===== src/rtl/rsag_pkg.sv =====
`default_nettype none

package rsag_pkg;

    localparam int MAX_SPAN    = 64;
    localparam int PIXEL_BYTES = 2;

    localparam int LEN_W = 7;
    localparam int PB_W  = $clog2(PIXEL_BYTES) + 2;

    localparam logic [LEN_W-1:0]       MAX_SPAN_V    = LEN_W'(MAX_SPAN);
    localparam logic signed [PB_W-1:0] PIXEL_BYTES_S = PB_W'(PIXEL_BYTES);

    typedef enum logic [2:0] {
        REG_ORIGIN_X      = 3'd0,
        REG_ORIGIN_Y      = 3'd1,
        REG_CLIP_LEFT     = 3'd2,
        REG_CLIP_RIGHT    = 3'd3,
        REG_CLIP_TOP      = 3'd4,
        REG_CLIP_BOTTOM   = 3'd5,
        REG_SOURCE_STRIDE = 3'd6,
        REG_DEST_STRIDE   = 3'd7
    } t_reg_idx;

    typedef struct packed {
        logic signed [15:0] origin_x;
        logic signed [15:0] origin_y;
        logic signed [15:0] clip_left;
        logic signed [15:0] clip_right;
        logic signed [15:0] clip_top;
        logic signed [15:0] clip_bottom;
        logic [15:0]        source_stride;
        logic [15:0]        dest_stride;
    } t_cfg;

    typedef struct packed {
        logic               valid;
        logic               last;
        logic [LEN_W-1:0]   idx;
        logic signed [16:0] x;
        logic signed [16:0] y;
        logic signed [15:0] src_x0;
        logic signed [15:0] src_y0;
        logic signed [31:0] step_x;
        logic signed [31:0] step_y;
    } t_pix;

endpackage

`default_nettype wire


===== src/rtl/rsag_walker.sv =====
`default_nettype none

module rsag_walker (
    input  wire logic                        i_clk,
    input  wire logic                        i_rst_n,
    input  wire rsag_pkg::t_cfg              i_cfg,
    input  wire logic                        i_start,
    output logic                             o_busy,
    input  wire logic signed [15:0]          i_row_offset,
    input  wire logic signed [15:0]          i_column_offset,
    input  wire logic signed [15:0]          i_src_start_x,
    input  wire logic signed [15:0]          i_src_start_y,
    input  wire logic signed [31:0]          i_step_x,
    input  wire logic signed [31:0]          i_step_y,
    input  wire logic [rsag_pkg::LEN_W-1:0]  i_span_length,
    output rsag_pkg::t_pix                   o_pix
);
    import rsag_pkg::*;

    typedef enum logic [2:0] {
        ST_IDLE  = 3'b001,
        ST_BOUND = 3'b010,
        ST_RUN   = 3'b100
    } t_state;

    t_state             r_state, n_state;
    logic signed [16:0] r_y, r_x;
    logic [LEN_W-1:0]   r_len;
    logic signed [15:0] r_sx0, r_sy0;
    logic signed [31:0] r_stx, r_sty;
    logic [LEN_W-1:0]   r_i, r_end;

    logic signed [17:0] left_gap, room, first_c, hi_c, len_s;
    logic               row_ok, nonempty, last_c;

    always_comb begin
        left_gap = {{2{i_cfg.clip_left[15]}}, i_cfg.clip_left} - {r_x[16], r_x};
        room     = {{2{i_cfg.clip_right[15]}}, i_cfg.clip_right} - {r_x[16], r_x} + 18'sd1;
        len_s    = $signed({{(18-LEN_W){1'b0}}, r_len});
        first_c  = (left_gap > 18'sd0) ? left_gap : 18'sd0;
        hi_c     = (room < len_s) ? room : len_s;
        row_ok   = (r_y >= $signed({i_cfg.clip_top[15], i_cfg.clip_top}))
                && (r_y <= $signed({i_cfg.clip_bottom[15], i_cfg.clip_bottom}));
        nonempty = row_ok && (first_c < hi_c);
        last_c   = ((r_i + LEN_W'(1)) == r_end);
    end

    always_comb begin
        n_state = r_state;
        unique case (r_state)
            ST_IDLE: begin
                if (i_start) begin
                    n_state = ST_BOUND;
                end
            end
            ST_BOUND: begin
                n_state = nonempty ? ST_RUN : ST_IDLE;
            end
            ST_RUN: begin
                if (last_c) begin
                    n_state = ST_IDLE;
                end
            end
            default: n_state = ST_IDLE;
        endcase
    end

    always_ff @(posedge i_clk) begin
        if (!i_rst_n) begin
            r_state <= ST_IDLE;
        end else begin
            r_state <= n_state;
        end
    end

    always_ff @(posedge i_clk) begin
        if (r_state == ST_IDLE && i_start) begin
            r_y   <= {i_cfg.origin_y[15], i_cfg.origin_y} + {i_row_offset[15], i_row_offset};
            r_x   <= {i_cfg.origin_x[15], i_cfg.origin_x}
                   + {i_column_offset[15], i_column_offset};
            r_len <= (i_span_length > MAX_SPAN_V) ? MAX_SPAN_V : i_span_length;
            r_sx0 <= i_src_start_x;
            r_sy0 <= i_src_start_y;
            r_stx <= i_step_x;
            r_sty <= i_step_y;
        end
        if (r_state == ST_BOUND) begin
            r_i   <= first_c[LEN_W-1:0];
            r_end <= hi_c[LEN_W-1:0];
        end else if (r_state == ST_RUN) begin
            r_i <= r_i + LEN_W'(1);
        end
    end

    assign o_busy = (r_state != ST_IDLE);

    always_comb begin
        o_pix.valid  = (r_state == ST_RUN);
        o_pix.last   = last_c;
        o_pix.idx    = r_i;
        o_pix.x      = r_x;
        o_pix.y      = r_y;
        o_pix.src_x0 = r_sx0;
        o_pix.src_y0 = r_sy0;
        o_pix.step_x = r_stx;
        o_pix.step_y = r_sty;
    end

endmodule

`default_nettype wire


===== src/rtl/rsag_pipe.sv =====
`default_nettype none

module rsag_pipe (
    input  wire logic               i_clk,
    input  wire logic               i_rst_n,
    input  wire logic [15:0]        i_source_stride,
    input  wire logic [15:0]        i_dest_stride,
    input  wire rsag_pkg::t_pix     i_pix,
    output logic                    o_valid,
    output logic signed [47:0]      o_source_offset,
    output logic signed [47:0]      o_dest_offset,
    output logic                    o_last_pixel
);
    import rsag_pkg::*;

    // Stage 1: fractional source products and destination column.
    logic               r_v1, r_l1;
    logic signed [39:0] r_px1, r_py1;
    logic signed [15:0] r_sx01, r_sy01;
    logic signed [16:0] r_y1;
    logic signed [17:0] r_dx1;

    // Stage 2: integer source coordinates.
    logic               r_v2, r_l2;
    logic signed [24:0] r_sx2, r_sy2;
    logic signed [16:0] r_y2;
    logic signed [17:0] r_dx2;

    // Stage 3: row and column byte terms.
    logic                       r_v3, r_l3;
    logic signed [41:0]         r_soy3;
    logic signed [24+PB_W:0]    r_sox3;
    logic signed [33:0]         r_doy3;
    logic signed [17+PB_W:0]    r_dox3;

    always_ff @(posedge i_clk) begin
        if (!i_rst_n) begin
            r_v1    <= 1'b0;
            r_v2    <= 1'b0;
            r_v3    <= 1'b0;
            o_valid <= 1'b0;
        end else begin
            r_v1    <= i_pix.valid;
            r_v2    <= r_v1;
            r_v3    <= r_v2;
            o_valid <= r_v3;
        end
    end

    always_ff @(posedge i_clk) begin
        r_l1   <= i_pix.last;
        r_px1  <= i_pix.step_x * $signed({1'b0, i_pix.idx});
        r_py1  <= i_pix.step_y * $signed({1'b0, i_pix.idx});
        r_sx01 <= i_pix.src_x0;
        r_sy01 <= i_pix.src_y0;
        r_y1   <= i_pix.y;
        r_dx1  <= {i_pix.x[16], i_pix.x} + $signed({{(18-LEN_W){1'b0}}, i_pix.idx});

        r_l2  <= r_l1;
        r_sx2 <= {{9{r_sx01[15]}}, r_sx01} + {r_px1[39], r_px1[39:16]};
        r_sy2 <= {{9{r_sy01[15]}}, r_sy01} + {r_py1[39], r_py1[39:16]};
        r_y2  <= r_y1;
        r_dx2 <= r_dx1;

        r_l3   <= r_l2;
        r_soy3 <= r_sy2 * $signed({1'b0, i_source_stride});
        r_sox3 <= r_sx2 * PIXEL_BYTES_S;
        r_doy3 <= r_y2 * $signed({1'b0, i_dest_stride});
        r_dox3 <= r_dx2 * PIXEL_BYTES_S;

        o_last_pixel    <= r_l3;
        o_source_offset <= 48'(r_soy3) + 48'(r_sox3);
        o_dest_offset   <= 48'(r_doy3) + 48'(r_dox3);
    end

endmodule

`default_nettype wire


===== src/rtl/rotated_span_address_generator_core.sv =====
`default_nettype none

// Rotated sprite span address generator.
// Each beat on the command channel (i_start while o_busy is low) carries one
// precomputed scanline descriptor. The block clips the span against the clip
// rectangle and emits one source and destination byte offset pair per
// surviving pixel, left to right, with o_last_pixel on the final one.
// Results appear on the output ports for one cycle each, marked by o_valid;
// the receiver cannot stall them.
// Registers are written via i_cfg_we, i_cfg_index and i_cfg_data and take
// effect at once; the user must write them only while the block is idle,
// which the block does not enforce. After a descriptor is accepted, the
// walker evaluates the clip bounds in its bound state, then issues one pixel
// per cycle into a four-stage address pipeline. o_busy stays high through
// the bound state and while pixels are issued (only the bound state for a
// clipped-away span). A new descriptor may be accepted while the last pixels
// of the previous one are still in the pipeline.
// Synchronous reset clears the registers to the full clip rectangle, zero
// origin and zero strides, and empties the pipeline.

module rotated_span_address_generator_core (
    input  wire logic                        i_clk,
    input  wire logic                        i_rst_n,
    input  wire logic                        i_start,
    output logic                             o_busy,
    input  wire logic                        i_cfg_we,
    input  wire logic [2:0]                  i_cfg_index,
    input  wire logic [15:0]                 i_cfg_data,
    input  wire logic signed [15:0]          i_row_offset,
    input  wire logic signed [15:0]          i_column_offset,
    input  wire logic signed [15:0]          i_src_start_x,
    input  wire logic signed [15:0]          i_src_start_y,
    input  wire logic signed [31:0]          i_step_x,
    input  wire logic signed [31:0]          i_step_y,
    input  wire logic [rsag_pkg::LEN_W-1:0]  i_span_length,
    output logic                             o_valid,
    output logic signed [47:0]               o_source_offset,
    output logic signed [47:0]               o_dest_offset,
    output logic                             o_last_pixel
);
    import rsag_pkg::*;

    t_cfg r_cfg;
    t_pix pix;

    always_ff @(posedge i_clk) begin
        if (!i_rst_n) begin
            r_cfg.origin_x      <= 16'sh0000;
            r_cfg.origin_y      <= 16'sh0000;
            r_cfg.clip_left     <= 16'sh8000;
            r_cfg.clip_right    <= 16'sh7FFF;
            r_cfg.clip_top      <= 16'sh8000;
            r_cfg.clip_bottom   <= 16'sh7FFF;
            r_cfg.source_stride <= 16'h0000;
            r_cfg.dest_stride   <= 16'h0000;
        end else if (i_cfg_we) begin
            unique case (t_reg_idx'(i_cfg_index))
                REG_ORIGIN_X:      r_cfg.origin_x      <= $signed(i_cfg_data);
                REG_ORIGIN_Y:      r_cfg.origin_y      <= $signed(i_cfg_data);
                REG_CLIP_LEFT:     r_cfg.clip_left     <= $signed(i_cfg_data);
                REG_CLIP_RIGHT:    r_cfg.clip_right    <= $signed(i_cfg_data);
                REG_CLIP_TOP:      r_cfg.clip_top      <= $signed(i_cfg_data);
                REG_CLIP_BOTTOM:   r_cfg.clip_bottom   <= $signed(i_cfg_data);
                REG_SOURCE_STRIDE: r_cfg.source_stride <= i_cfg_data;
                REG_DEST_STRIDE:   r_cfg.dest_stride   <= i_cfg_data;
                default:           r_cfg               <= r_cfg;
            endcase
        end
    end

    rsag_walker u_walker (
        .i_clk           (i_clk),
        .i_rst_n         (i_rst_n),
        .i_cfg           (r_cfg),
        .i_start         (i_start),
        .o_busy          (o_busy),
        .i_row_offset    (i_row_offset),
        .i_column_offset (i_column_offset),
        .i_src_start_x   (i_src_start_x),
        .i_src_start_y   (i_src_start_y),
        .i_step_x        (i_step_x),
        .i_step_y        (i_step_y),
        .i_span_length   (i_span_length),
        .o_pix           (pix)
    );

    rsag_pipe u_pipe (
        .i_clk           (i_clk),
        .i_rst_n         (i_rst_n),
        .i_source_stride (r_cfg.source_stride),
        .i_dest_stride   (r_cfg.dest_stride),
        .i_pix           (pix),
        .o_valid         (o_valid),
        .o_source_offset (o_source_offset),
        .o_dest_offset   (o_dest_offset),
        .o_last_pixel    (o_last_pixel)
    );

endmodule

`default_nettype wire


===== config.mk =====
export PLATFORM = sky130hd
export DESIGN_NAME = rotated_span_address_generator_core
export DESIGN_NICKNAME = d
export VERILOG_FILES = /design/src/rtl/rsag_pkg.sv /design/src/rtl/rsag_walker.sv /design/src/rtl/rsag_pipe.sv /design/src/rtl/rotated_span_address_generator_core.sv
export SDC_FILE = /design/constraint.sdc
export NUM_CORES = 2
export LEC_CHECK = 0
export BUFFER_PORTS_ARGS = -buffer_cell sky130_fd_sc_hd__buf_2
export CAP_MARGIN = 40
export CORE_MARGIN = 2
export CORE_UTILIZATION = 50
export CTS_CLUSTER_DIAMETER = 120
export CTS_CLUSTER_SIZE = 30
export DETAILED_ROUTE_END_ITERATION = 6
export PLACE_DENSITY = 0.69
export SLEW_MARGIN = 20
export SYNTH_ARGS = -nofsm -noshare
export SYNTH_HDL_FRONTEND = slang
export SYNTH_SLANG_ARGS = --single-unit

===== constraint.sdc =====
create_clock -name i_clk -period 6.2 [get_ports i_clk]
set_clock_uncertainty 0.15 [all_clocks]
set_input_delay 0 -clock i_clk [delete_from_list [all_inputs] [get_ports i_clk]]
set_output_delay 0 -clock i_clk [all_outputs]
set_load 0.1 [all_outputs]

==> metrics.cfg <==
[sta]
slew_headroom_pct = 42.6
rsz0062_at_grt = yes
max_freq_mhz = 159
post-route-period-util_pct = 102
setup_slack_ns = -0.104
setup_violations = 4
finalHoldViolCount = 0
tightest_slew_ns = 0.861
min_period_ns = 6.30
holdWs_ns = 0.0445
drv_slew = 0

[finish]
post-route-util_pct = 58.0
nFillCells = 11400
final_nets = 9496
drive_above_1_share_pct = 11.1
area_growth_pct = 15.3
final_common_cell = inv_1
layout_common_cells = inv_1 (1282), fa_1 (1001), nand2_1 (879)
num_antenna_cells = 0

[logic_synthesis]
ys_types = 83
synth.avg_cell_area_um2 = 9.56
synth_nets = 8809
syn_area_mm2 = 0.0672
synthFlopType = dfxtp_1
synth_top_cell_by_area = fa_1
synth_seq_cells = 687
synth_top_cell_area_share_pct = 30.1
synth-edff-count = 151
async_flop_share_pct = 0
synthTopCellsByArea = fa_1 (30%), dfxtp_1 (16%), ha_1 (11%)
ys_seq_area_share_pct = 22.7
synthCells = 7026
yosysWarnings = 0

[detailed_routing]
wl_um = 164000
routedWlPerCell_um = 17.2
viasPerCell = 5.15
vias = 48900
ant_nets = 0
first_pass_iters = 5
drcViolationCount = 0
drt_iter0_drc = 2759

[global_routing]
grt_max_degree = 121
overflow = 0
antenna_found_initial = 6
grt_pass1_wl_um = 266000
grt_pass1_vias = 51200
track_usage_pct = 24.0

[worst_hold_path]
hold_class = primary input to flip-flop

[floorplanning]
die_w_um = 371
core_area_mm2 = 0.133
ios = 257
die_area_mm2 = 0.137
row_count = 134
die_h_um = 371
start_util_pct = 50.3

[status]
violations = negative setup slack
status = complete, but fails checks

[clocking]
cts_sinks = 687
cts_max_path_buffers = 3
cts_tree = built
numCtsBuffers = 31
clk_root_buffer_cell = clkbuf_16
path_clk_slew_ns = 0.11
clk_latency_ns = 0.73
htree_num_levels = 1

[power_and_ir_drop]
leakage_nw = 36.4
power_density_mw_per_mm2 = 281
peakVddDrop_uv = 498

[setup_path]
cp.required_ns = 6.66
crit_arrival_ns = 6.77
cp_slowest_cell = fa_1
path_buf_inv = 7
cp-start-kind = flip-flop
crit_fanout = 3
slowest_delay_ns = 0.56
worstSetupPathType = flip-flop to flip-flop
path_delay_family = adder cells
crit_path_frequent_cell = fa_1
endpoint_kind = flip-flop

[run]
cap_viol_max_count = 0

[placed_design]
dp.final_hpwl_um = 132000
port_buffers = 256
gp_congestion = 0.928

[synthesized netlist by cell type (all sizes together) (9+ instances only)]
cell type / instances
inv: 1301
fa: 1009
nand2: 896
ha: 616
and2: 600
dfxtp: 536
a21oi: 233
xnor2: 213
clkbuf: 204
nor2: 201
edfxtp: 151
o21ai: 135
a21boi: 112
a21o: 105
xor2: 78
nand3: 73
nor3: 55
nor2b: 54
o21a: 54
nand2b: 44
o211ai: 34
o21bai: 30
and3: 29
buf: 27
a211oi: 26
or3: 22
a31oi: 18
nand4: 18
or2: 11
o31a: 10
a2111oi: 9
a31o: 9
[power by group]
group / leakage, nW / switching, W / total [W] / internal [W]
combinational: 30.0 / 0.00807 / 0.0128 / 0.00477
sequential: 5.91 / 0.000642 / 0.00636 / 0.00572
clock: 0.490 / 0.00158 / 0.00259 / 0.00100
[worst paths after layout]
path / from / end / slack [ns] / cells after the start
worst min register to register: u_pipe.r_doy3[0] / u_pipe.o_dest_offset[0] / 0.17 / 0
worst min-delay path: i_start / u_walker.r_state[2] / 0.04 / 4
worst max-delay path: u_pipe.r_sy2[7] / u_pipe.r_soy3[41] / -0.10 / 26
worst max register to register: u_pipe.r_sy2[7] / u_pipe.r_soy3[41] / -0.10 / 26
[layout make-up]
class,instances,area [um^2],share of cell area [%]
repair buffers,885,7240,9.35
clock inverters,14,203,0.262
clock buffers,40,820,1.06
well taps,1768,2210,2.86
flip-flops and latches,687,15400,19.8
inverters,1301,4880,6.30
multi-input cells,4807,46700,60.3
[state kept, by name (all words and copies together), names as in the netlist, 17 cells and up]
name,flops
r_cfg,128
u_pipe.o_source_offset,43
u_pipe.r_soy3,42
u_pipe.o_dest_offset,35
u_pipe.r_doy3,34
u_walker.r_stx,32
u_walker.r_sty,32
u_pipe.r_sox3,25
u_pipe.r_sx2,25
u_pipe.r_sy2,25
u_pipe.r_px1,24
u_pipe.r_py1,24
u_pipe.r_dox3,18
u_pipe.r_dx1,18
u_pipe.r_dx2,18
u_pipe.r_y1,17
u_pipe.r_y2,17
u_walker.r_x,17
u_walker.r_y,17
[stage by stage]
step	instances	setup slack, ns	TNS (ns)	power, W	area [um^2]
2_1_floorplan	7026	0.000175	0	0.0155	67200
3_3_place_gp	9111	-0.201	-0.925	0.0185	72100
3_5_place_dp	9115	-0.261	-2.31	0.0188	72200
4_1_cts	9474	-0.124	-0.284	0.0217	76500
5_1_grt	9502	-0.392	-1.76	0.0234	77500
6_report	9502	-0.104	-0.190	0.0218	77500
[tightest hold or removal path, cell delays in order]
cell	delay, ns
dlygate4sd3_1	0.52
buf_2	0.11
o21ai_0	0.11
a21oi_1	0.13
[kinds of logic (layout without fill, tap and decap cells)]
group	count (synthesis)	in the layout	share of synthesized area [%]
adders and majority gates	1625	1625	41.5
xor gates and xnor gates	291	291	3.79
muxes	8	8	0.127
DFF	687	687	22.7
other	1	1	0.00558
AOI/OAI and AO/OA	849	849	8.43
buffers and inverters	1532	2240	8.70
and+or+nand+nor	2033	2033	14.7
[timing repair]
item | in CTS | in global routing
hold buffers | 289 | 0
hold endpoints to repair | 296 | 0
setup buffers | 16 | 28
pin swaps | 35 | 95
resized for setup | 80 | 186
endpoints found under the setup margin | 16 | 37
[routing by layer]
layer,global-route usage [%],vias up,share of wire (%),wire [um]
li1,-,23200,-,-
met1,33.1,24300,44,72400
met2,40.4,1263,48,77900
met3,2.70,227,5.6,9120
met4,5.77,4,2.5,4150
met5,0,-,0.016,26
No activity file was read; power rests on OpenSTA's default activity.
